$ cat config.mk
export PLATFORM = sky130hd
export DESIGN_NAME = edid_fetch_validator
export DESIGN_NICKNAME = d
export VERILOG_FILES = /design/src/sv/efv_pkg.sv /design/src/sv/efv_lane.sv /design/src/sv/efv_merge.sv /design/src/sv/edid_fetch_validator.sv
export SDC_FILE = /design/constraint.sdc
export NUM_CORES = 1
export LEC_CHECK = 0
export BUFFER_PORTS_ARGS = -buffer_cell sky130_fd_sc_hd__buf_4
export CORE_UTILIZATION = 40
export DETAILED_ROUTE_END_ITERATION = 8
export PLACE_DENSITY_LB_ADDON = 0.25
export SLEW_MARGIN = 30
export SYNTH_ARGS = -nofsm -noshare
export SYNTH_HDL_FRONTEND = slang
export SYNTH_SLANG_ARGS = --single-unit
$ cat constraint.sdc
create_clock -name clk -period 5.5 [get_ports clk]
set_input_delay 1.1 -clock clk [delete_from_list [all_inputs] [get_ports clk]]
set_output_delay 1.1 -clock clk [all_outputs]
set_load 0.01 [all_outputs]
$ cat src/sv/efv_pkg.sv
// ----------------------------------------------------------------------------
// efv_pkg
// Shared types and constants for the EDID fetch validator.
// ----------------------------------------------------------------------------
package efv_pkg;

    localparam int unsigned LANES = 8;

    localparam logic [63:0] HEADER_WORD = 64'h00FF_FFFF_FFFF_FF00;

    localparam logic [5:0] BLOCK0_PACKETS = 6'd16;
    localparam logic [5:0] TOTAL_PACKETS  = 6'd32;
    localparam int unsigned EXT_FLAG_BYTE = 6;

    localparam logic [3:0] DEFER_LIMIT_RESET  = 4'd10;
    localparam logic [5:0] SEARCH_LIMIT_RESET = 6'd32;

    localparam int unsigned ADDR_W = 3;

    typedef enum logic [0:0] {
        REG_DEFER_RETRY_LIMIT   = 1'b0,
        REG_HEADER_SEARCH_LIMIT = 1'b1
    } reg_index_t;

    typedef enum logic [1:0] {
        OP_START  = 2'd0,
        OP_PACKET = 2'd1,
        OP_DEFER  = 2'd2,
        OP_FAIL   = 2'd3
    } opcode_t;

    typedef enum logic [1:0] {
        ST_OK         = 2'd0,
        ST_NO_HEADER  = 2'd1,
        ST_BAD_SUM    = 2'd2,
        ST_XFER_ERROR = 2'd3
    } status_t;

    typedef enum logic [2:0] {
        PH_IDLE   = 3'd0,
        PH_SEARCH = 3'd1,
        PH_BLOCK0 = 3'd2,
        PH_EXT    = 3'd3,
        PH_DONE   = 3'd4
    } phase_t;

    typedef struct packed {
        logic [1:0]  opcode;
        logic [63:0] packet_data;
    } efv_req_t;

    typedef struct packed {
        logic        store_valid;
        logic [4:0]  store_index;
        logic [63:0] store_data;
        logic        done_res;
        logic [1:0]  status;
        logic        has_extension;
    } efv_rsp_t;

    typedef struct packed {
        logic [7:0] value;
        logic       match;
    } efv_lane_t;

    typedef struct packed {
        logic [7:0] byte_sum;
        logic       is_header;
    } efv_merge_t;

endpackage

$ cat src/sv/efv_lane.sv
// ----------------------------------------------------------------------------
// efv_lane
// One byte lane: compares its byte against the header byte of its position.
// ----------------------------------------------------------------------------
module efv_lane (
    input  logic [7:0]        data_byte,
    input  logic [7:0]        header_byte,
    output efv_pkg::efv_lane_t lane
);
    import efv_pkg::*;

    always_comb
    begin
        lane.value = data_byte;
        lane.match = (data_byte == header_byte);
    end

endmodule

$ cat src/sv/efv_merge.sv
// ----------------------------------------------------------------------------
// efv_merge
// Merges the byte lanes: an adder tree for the modulo-256 sum and an AND of
// the header matches.
// ----------------------------------------------------------------------------
module efv_merge (
    input  efv_pkg::efv_lane_t lanes [8],
    output efv_pkg::efv_merge_t merged
);
    import efv_pkg::*;

    logic [7:0] level1 [4];
    logic [7:0] level2 [2];
    logic       all_match;

    always_comb
    begin
        for (int i = 0; i < 4; i++)
        begin
            level1[i] = lanes[2*i].value + lanes[2*i+1].value;
        end
        for (int i = 0; i < 2; i++)
        begin
            level2[i] = level1[2*i] + level1[2*i+1];
        end
        all_match = 1'b1;
        for (int i = 0; i < LANES; i++)
        begin
            all_match = all_match & lanes[i].match;
        end
        merged.byte_sum  = level2[0] + level2[1];
        merged.is_header = all_match;
    end

endmodule

$ cat src/sv/edid_fetch_validator.sv
// ----------------------------------------------------------------------------
// edid_fetch_validator
// Searches AUX read beats for the EDID header, stores block 0 and an optional
// extension block, and checks each block's checksum.
//
//   Channel  Direction  Handshake          Beat
//   req      in         req_valid/req_stall  opcode, packet_data
//   rsp      out        rsp_valid/rsp_stall  store and completion fields
//   config   in         APB (psel/penable)   defer and search limits
//
// A new request beat may be accepted every cycle while req_stall is low.
// The eight byte lanes and the merge tree finish within the accepting cycle.
// Results pass through an output register backed by one skid entry, so
// req_stall rises only while the skid entry is occupied.
// Reset leaves the block idle with both limits at their default values.
// ----------------------------------------------------------------------------
module edid_fetch_validator (
    input  logic                          clk,
    input  logic                          rst_n,
    input  logic                          req_valid,
    output logic                          req_stall,
    input  efv_pkg::efv_req_t             req,
    output logic                          rsp_valid,
    input  logic                          rsp_stall,
    output efv_pkg::efv_rsp_t             rsp,
    input  logic                          psel,
    input  logic                          penable,
    input  logic                          pwrite,
    input  logic [efv_pkg::ADDR_W-1:0]    paddr,
    input  logic [31:0]                   pwdata,
    output logic [31:0]                   prdata,
    output logic                          pready
);
    import efv_pkg::*;

    logic [3:0] defer_limit_reg;
    logic [5:0] search_limit_reg;

    phase_t     phase_reg, phase_next;
    logic [5:0] packet_count_reg, packet_count_next;
    logic [3:0] defer_count_reg, defer_count_next;
    logic [7:0] byte_sum_reg, byte_sum_next;
    logic       ext_flag_reg, ext_flag_next;

    efv_rsp_t   out_reg, out_next;
    logic       out_valid_reg, out_valid_next;
    efv_rsp_t   skid_reg, skid_next;
    logic       skid_valid_reg, skid_valid_next;

    efv_lane_t  lanes [8];
    efv_merge_t merged;

    efv_rsp_t   result;
    logic       result_valid;
    logic       accept;
    logic       take;
    logic       active;
    logic [3:0] defer_lim;
    logic [3:0] defer_inc;
    logic [5:0] search_lim;
    logic [5:0] packet_inc;
    logic [7:0] sum_next;
    reg_index_t wr_index;

    // Configuration port.
    assign pready   = 1'b1;
    assign wr_index = reg_index_t'(paddr[2]);

    always_ff @(posedge clk or negedge rst_n)
    begin
        if (!rst_n)
        begin
            defer_limit_reg  <= DEFER_LIMIT_RESET;
            search_limit_reg <= SEARCH_LIMIT_RESET;
        end
        else if (psel && penable && pwrite)
        begin
            case (wr_index)
                REG_DEFER_RETRY_LIMIT:   defer_limit_reg  <= pwdata[3:0];
                REG_HEADER_SEARCH_LIMIT: search_limit_reg <= pwdata[5:0];
                default:                 defer_limit_reg  <= defer_limit_reg;
            endcase
        end
    end

    always_comb
    begin
        case (wr_index)
            REG_DEFER_RETRY_LIMIT:   prdata = {28'd0, defer_limit_reg};
            REG_HEADER_SEARCH_LIMIT: prdata = {26'd0, search_limit_reg};
            default:                 prdata = 32'd0;
        endcase
    end

    // Byte lanes and merge tree.
    for (genvar g = 0; g < LANES; g++)
    begin : g_lane
        efv_lane u_lane (
            .data_byte   (req.packet_data[8*g +: 8]),
            .header_byte (HEADER_WORD[8*g +: 8]),
            .lane        (lanes[g])
        );
    end

    efv_merge u_merge (
        .lanes  (lanes),
        .merged (merged)
    );

    // Handshake and output buffering.
    assign accept    = req_valid && !skid_valid_reg;
    assign take      = out_valid_reg && !rsp_stall;
    assign req_stall = skid_valid_reg;
    assign rsp_valid = out_valid_reg;
    assign rsp       = out_reg;

    // Read sequencer.
    always_comb
    begin
        phase_next        = phase_reg;
        packet_count_next = packet_count_reg;
        defer_count_next  = defer_count_reg;
        byte_sum_next     = byte_sum_reg;
        ext_flag_next     = ext_flag_reg;
        result            = '0;
        result_valid      = 1'b0;

        active     = (phase_reg == PH_SEARCH) || (phase_reg == PH_BLOCK0) ||
                     (phase_reg == PH_EXT);
        defer_lim  = (defer_limit_reg == 4'd0) ? 4'd1 : defer_limit_reg;
        defer_inc  = defer_count_reg + 4'd1;
        search_lim = (search_limit_reg == 6'd0) ? 6'd1 : search_limit_reg;
        packet_inc = packet_count_reg + 6'd1;
        sum_next   = byte_sum_reg + merged.byte_sum;

        if (accept)
        begin
            if (opcode_t'(req.opcode) == OP_START)
            begin
                phase_next        = PH_SEARCH;
                packet_count_next = 6'd0;
                defer_count_next  = 4'd0;
                byte_sum_next     = 8'd0;
                ext_flag_next     = 1'b0;
            end
            else if (active)
            begin
                case (opcode_t'(req.opcode))
                    OP_FAIL:
                    begin
                        phase_next           = PH_DONE;
                        result_valid         = 1'b1;
                        result.done_res      = 1'b1;
                        result.status        = ST_XFER_ERROR;
                        result.has_extension = ext_flag_reg;
                    end
                    OP_DEFER:
                    begin
                        defer_count_next = defer_inc;
                        if (defer_inc == 4'd0 || defer_inc >= defer_lim)
                        begin
                            phase_next           = PH_DONE;
                            result_valid         = 1'b1;
                            result.done_res      = 1'b1;
                            result.status        = ST_XFER_ERROR;
                            result.has_extension = ext_flag_reg;
                        end
                    end
                    OP_PACKET:
                    begin
                        defer_count_next = 4'd0;
                        if (phase_reg == PH_SEARCH)
                        begin
                            packet_count_next = packet_inc;
                            if (merged.is_header)
                            begin
                                phase_next         = PH_BLOCK0;
                                packet_count_next  = 6'd1;
                                byte_sum_next      = merged.byte_sum;
                                result_valid       = 1'b1;
                                result.store_valid = 1'b1;
                                result.store_index = 5'd0;
                                result.store_data  = req.packet_data;
                            end
                            else if (packet_inc == 6'd0 || packet_inc >= search_lim)
                            begin
                                phase_next           = PH_DONE;
                                result_valid         = 1'b1;
                                result.done_res      = 1'b1;
                                result.status        = ST_NO_HEADER;
                                result.has_extension = ext_flag_reg;
                            end
                        end
                        else
                        begin
                            packet_count_next  = packet_inc;
                            byte_sum_next      = sum_next;
                            result_valid       = 1'b1;
                            result.store_valid = 1'b1;
                            result.store_index = packet_count_reg[4:0];
                            result.store_data  = req.packet_data;
                            if (phase_reg == PH_BLOCK0)
                            begin
                                if (packet_inc >= BLOCK0_PACKETS)
                                begin
                                    if (sum_next != 8'd0)
                                    begin
                                        phase_next           = PH_DONE;
                                        result.done_res      = 1'b1;
                                        result.status        = ST_BAD_SUM;
                                        result.has_extension = ext_flag_reg;
                                    end
                                    else if (req.packet_data[8*EXT_FLAG_BYTE +: 8] != 8'd0)
                                    begin
                                        phase_next    = PH_EXT;
                                        ext_flag_next = 1'b1;
                                        byte_sum_next = 8'd0;
                                    end
                                    else
                                    begin
                                        phase_next           = PH_DONE;
                                        result.done_res      = 1'b1;
                                        result.status        = ST_OK;
                                        result.has_extension = ext_flag_reg;
                                    end
                                end
                            end
                            else if (packet_inc >= TOTAL_PACKETS)
                            begin
                                phase_next           = PH_DONE;
                                result.done_res      = 1'b1;
                                result.status        = (sum_next != 8'd0) ? ST_BAD_SUM
                                                                          : ST_OK;
                                result.has_extension = ext_flag_reg;
                            end
                        end
                    end
                    default:
                    begin
                        phase_next = phase_reg;
                    end
                endcase
            end
        end
    end

    // Output register and skid entry.
    always_comb
    begin
        out_next        = out_reg;
        out_valid_next  = out_valid_reg;
        skid_next       = skid_reg;
        skid_valid_next = skid_valid_reg;

        if (take)
        begin
            if (skid_valid_reg)
            begin
                out_next        = skid_reg;
                out_valid_next  = 1'b1;
                skid_valid_next = 1'b0;
            end
            else
            begin
                out_next       = result;
                out_valid_next = result_valid;
            end
        end
        else if (!out_valid_reg)
        begin
            out_next       = result;
            out_valid_next = result_valid;
        end
        else if (result_valid)
        begin
            skid_next       = result;
            skid_valid_next = 1'b1;
        end
    end

    always_ff @(posedge clk or negedge rst_n)
    begin
        if (!rst_n)
        begin
            phase_reg        <= PH_IDLE;
            packet_count_reg <= 6'd0;
            defer_count_reg  <= 4'd0;
            byte_sum_reg     <= 8'd0;
            ext_flag_reg     <= 1'b0;
            out_valid_reg    <= 1'b0;
            skid_valid_reg   <= 1'b0;
        end
        else
        begin
            phase_reg        <= phase_next;
            packet_count_reg <= packet_count_next;
            defer_count_reg  <= defer_count_next;
            byte_sum_reg     <= byte_sum_next;
            ext_flag_reg     <= ext_flag_next;
            out_valid_reg    <= out_valid_next;
            skid_valid_reg   <= skid_valid_next;
        end
    end

    always_ff @(posedge clk)
    begin
        out_reg  <= out_next;
        skid_reg <= skid_next;
    end

endmodule

# After elaboration in Yosys (flattened, before gate mapping)
# Index checks and enable logic that the tools add are counted.
[totals] register_bits=182 output_inout_bits=109
[classes] addsub=10 magnitude_cmp=4 eq_ne=20 n_mux=73 bitwise=9 reduce_logical=37
[ops] cell="$mux 74" count=7
[ops] cell="$mux 70" count=2
[ops] cell="$mux 8" count=9
[ops] cell="$add 8x8->8" count=8
[ops] cell="$pmux 32 s2" count=1
[ops] cell="$eq 8x8->1 const B" count=6
[ops] cell="$mux 4" count=11
[ops] cell="$mux 6" count=6
[ops] cell="$mux 3" count=11
[ops] cell="$mux 1" count=21
[ops] cell="$logic_not 8->1" count=2
[ops] cell="$reduce_bool 8->1" count=2
[ops] cell="$reduce_bool 2->1" count=7
[ops] cell="$logic_not 6->1" count=2
[ops] cell="$pmux 4 s3" count=1
[ops] cell="$ne 5x5->1 const B" count=2
[ops] cell="$pmux 3 s3" count=1
[ops] cell="$reduce_and 3->1" count=3
[ops] cell="$logic_not 4->1" count=2
[ops] cell="$pmux 4 s2" count=1
[ops] cell="$reduce_and 8->1" count=1
[ops] cell="$and 1x1->1" count=7
[ops] cell="$reduce_and 7->1" count=1
[ops] cell="$add 6x1->6 const B" count=1
[ops] cell="other kinds (25)" count=38

# Longest topological paths before layout
[depth] depth_word=17 ltp_mapped=20 ltp_nobuf=20

# By module
# Synthesis repeated with hierarchy kept, for this count alone.
[unflattened] hier_cells=920 hier_area_um2=10734.0
[by_module_without_submodules] module="edid_fetch_validator" n_inst=1 cells_per_inst=630 area_each_um2=8235.4 seq_area_each_um2=5298.8
[by_module_without_submodules] module="efv_merge" n_inst=1 cells_per_inst=138 area_each_um2=1327.5 seq_area_each_um2=0.0
[by_module_without_submodules] module="efv_lane" n_inst=8 cells_per_inst=19 area_each_um2=146.4 seq_area_each_um2=0.0

# Worst setup path before layout
# OpenSTA, ideal clock, no wires.
[synth_path] kind="input to register" start="in rsp_stall" end="reg skid_reg[0] (netlist bit), enable pin" arrival_ps=6068 required_ps=4993 setup_slack_ps=-1075 path_stages=2 n_path_buf=0 path_cell_list="nand2_1 nor2_1"
[synth_via] elab_chain_len=4
[synth_rtl] element="start, declared" line="edid_fetch_validator.sv:24" text="input logic rsp_stall,"
[synth_rtl] element="$logic_not 1->1" line="edid_fetch_validator.sv:112" text="assign take = out_valid_reg && !rsp_stall;"
[synth_rtl] element="$logic_and 1x1->1" line="edid_fetch_validator.sv:112"
[synth_rtl] element="$not 1->1 (no source line)"
[synth_rtl] element="$reduce_and 3->1 (no source line)"
[synth_rtl] element="end signal, assigned" line="edid_fetch_validator.sv:308" text="skid_reg <= skid_next;"
[synth_rtl] element="end, declared" line="edid_fetch_validator.sv:47" text="efv_rsp_t skid_reg, skid_next;"
# No other way between the ends.
# A chain may end at the register's enable or synchronous reset.

==> impl_summary.md <==
Timing
Static timing analysis puts the maximum clock frequency at 178 MHz. Between clock sinks in the finished design, the worst skew comes to 0.0147 ns. The number of failing hold endpoints at the final stage is 0. The final-report max-slew violation count is 0. Across all hold checks on the routed design, the worst slack comes to 0.514 ns. The setup TNS after final layout is -0.165 ns. The worst slew slack as a fraction of its limit is 41.4%. After layout, the minimum clock period comes to 5.61 ns. The final cycle utilization of the critical path is 102%. For the pin with the worst max-slew slack, the measured transition is 0.879 ns.

Setup violations remaining at the end of the flow were counted as 4. Setup repair after global routing could not meet its margin everywhere. The smallest setup slack after layout is -0.107 ns.

Logic synthesis
Yosys mapped a number of flops with a built-in enable equal to 148. Yosys instantiated no cell more often than edfxtp_1. Yosys attributes the largest share of cell area to edfxtp_1, fa_1, dfrtp_1, a21o_1, and3_1. The fraction of registers with async set/reset is 18.7%. The synthesized netlist contains 61 unique library cells.

Synthesis produced 750 cells. Counting instances in the post-synthesis netlist gives the leading cell types as edfxtp_1, a21o_1, inv_1. The per-instance average area after synthesis is 12.7 sq um. The most used flip-flop cell after synthesis is edfxtp_1. The warning count from the yosys run is 0. The number of storage elements in the synthesis netlist is 182. The synthesized netlist occupies a cell area of 9550 sq um. The library cell with the largest summed area after synthesis is edfxtp_1. The synthesized design devotes to its leading area cell type 46.5% of total area.

The sequential share of the synthesized area is 55.5%.

CTS
TritonCTS built the clock tree. The number of clock buffers added by TritonCTS is 17. After clock tree synthesis, the flow added hold-fix buffers numbering 0.

For the worst-skew pair, the clock arrives at the later sink with an insertion delay of 0.43 ns. Counting along the longest clock path gives a buffer depth of 2. CTS saw 182 sinks.

After clock tree synthesis, the clock-pin slew on the worst setup and hold paths is 0.07 ns. The cell sitting at the root of the clock tree is a clkbuf_16. The deepest level of the CTS H-tree is 4.

Floorplanning
The horizontal extent of the die is 157 um. The die outline area is 24,500 sq um. The floorplan die height is 157 um. The number of placed I/O pins is 217. The initial utilization of the core area, before any placement, comes to 40.7%. The floorplan step defined a core boundary enclosing 23,500 sq um. The initialized floorplan defines 56 standard-cell rows.

Setup path
Setup slack on the worst reg-to-reg path comes out at 1.94 ns. In this run the critical register-to-register path is launched from packet_count_reg[0]. The kind of capture point of the worst setup path is a flip-flop.

The path type of the worst setup path is in2reg. The biggest fanout along the worst timing path is 5. Counting cells, the worst reg-to-reg path comes to 12. The required time at the endpoint of the critical path is 5.69 ns.

In this run the critical register-to-register path is captured at skid_reg[55]. The most critical setup path has its startpoint at req[3]. In this run the worst setup path terminates at rsp[0].

The worst endpoint data arrival time is 5.79 ns. The worst setup path is launched from a primary input.

Cells and area
The utilization after layout is 52.0%. The post-route netlist has 32.4% of its cells at a drive strength greater than 1. The layout net count is 1,141. The repair_antennas step left the layout with diodes totalling 0. The growth of design area from synthesis to finish is 27.7%.

Detailed routing
In the routed layout, each cell is associated on average with a via count of 5.04. For this block, the routed nets add up to 23,600 um of wire. For this block, the initial DRC count from the detailed router was 443. Dividing the detail-routed wire length by the instance count gives 18.2 um. The routed via count is 6,546. The detailed-routing iteration count for the pre-antenna-repair pass is 5. The count of nets left with antenna violations once routing finished came out at 0. In the routed design, unresolved DRC markers number 0.

Power and ir drop
The leakage power figure is 6.19 nW. IR analysis of the VDD net gives a maximum drop of 0.000375 V. The power density relative to cell area is 516 nW/um^2.

GRT
For this run, the total global-route usage over all layers was measured as 20.2%. The first-pass GRT wire length is 37,000 um. The pin count of the biggest net entering global routing is 76. The number of global-route vias before repair is 6,527. The total overflow left after global routing is 0. The number of antenna violations at the first check in global routing is 0.

Job
The tool flagged a number of max-cap violations equal to 0.

Worst hold path
The startpoint identified for the worst hold timing path is defer_limit_reg[2]. The class of the worst hold path is reg2reg.

Placed design
Buffers placed on the I/O ports in this run total 161. After legalization and detailed placement, the total HPWL measured 17,100 um. The final weighted congestion in routability-driven placement is 0.820. The setup slack at placement is -0.674 ns.

Outcome
The run finished, with violations left. The checks that failed: negative setup slack.
[cells by family (layout without fill, tap and decap cells)]
group,Yosys count,after routing,share of synthesized area (%)
xor+xnor,27,27,2.76
other cells,2,27,0.0786
flops,182,182,55.5
mux,14,14,1.62
simple gates,173,173,10.4
fa+ha+maj,67,67,11.9
compound gates,155,155,11.6
buf+inv,130,334,6.23
[per-stage QoR]
step | total power, mW | instances | area [sq um]
after floorplan | 3.59 | 775 | 9680
after global placement | 4.72 | 1262 | 11500
after global routing | 6.77 | 1298 | 12200
after detailed placement | 4.77 | 1262 | 11500
after CTS | 6.19 | 1297 | 12100
final | 6.29 | 1298 | 12200
[worst min-delay path by stage]
stage | to | slack [ns] | cells after the start
floorplan | defer_limit_reg[2] | 0.48 | 1
global placement | defer_limit_reg[2] | 0.49 | 1
detailed placement | defer_limit_reg[2] | 0.50 | 1
CTS | rsp[73] | 0.52 | 2
global route | rsp[8] | 0.53 | 1
finish | defer_limit_reg[2] | 0.51 | 1
[layer usage]
metal / global-route usage [%] / routed length (um)
met1: 28.8 / 10700
met2: 31.3 / 11000
met3: 3.41 / 1370
met4: 6.68 / 425
met5: 0 / 0
[cell type report]
class                           count  area [sq um]
Clock buffer                       19           433
Clock inverter                     13           145
Fill cell                        2036         11300
Inverter                           75           282
Multi-Input combinational cell    463          3910
Sequential cell                   182          5300
Tap cell                          319           399
Timing Repair Buffer              227          1730
[worst max-delay path, stage by stage]
cell      delay, ns
buf_4          0.14
fa_1           0.56
inv_1          0.08
fa_1           0.52
fa_1           0.43
fa_1           0.52
inv_1          0.05
ha_1           0.26
a21o_1         0.18
a21oi_2        0.18
xnor2_2        0.14
ha_2           0.30
o21ai_1        0.08
nand2b_1       0.06
a31oi_1        0.21
xnor2_1        0.18
xnor2_1        0.19
nand3_2        0.13
a41o_4         0.25
a22o_1         0.22
[report_power, final]
group / internal (mW) / switching, mW
clock: 0.676 / 0.537
sequential: 1.74 / 0.121
combinational: 1.70 / 1.52
total: 4.11 / 2.18
[timing repair]
item                       in CTS  in global routing
setup endpoints to repair       9                 10
gates resized for setup        12                 14
pin swaps                      17                 19
buffers inserted                3                  1
[cell usage in the layout, fill, tap and decap left out, types with 4 or more instances in the layout]
cell	instances
a21oi_1	13
inv_1	69
o21ai_0	17
clkbuf_16	17
edfxtp_1	148
nor2_1	26
nor3_1	5
buf_4	222
a31o_2	4
a21o_1	79
nand4b_1	4
and3_1	54
buf_6	4
nand2_1	21
nor2b_1	4
ha_1	23
dfrtp_1	31
nor4_1	7
xor2_1	8
xnor2_1	14
nand2b_1	6
a22o_1	6
o21a_1	4
conb_1	27
mux2_2	12
inv_2	6
fa_1	38
nand4_1	12
o22ai_1	9
inv_6	4
Power figures use the tool's default switching activity.
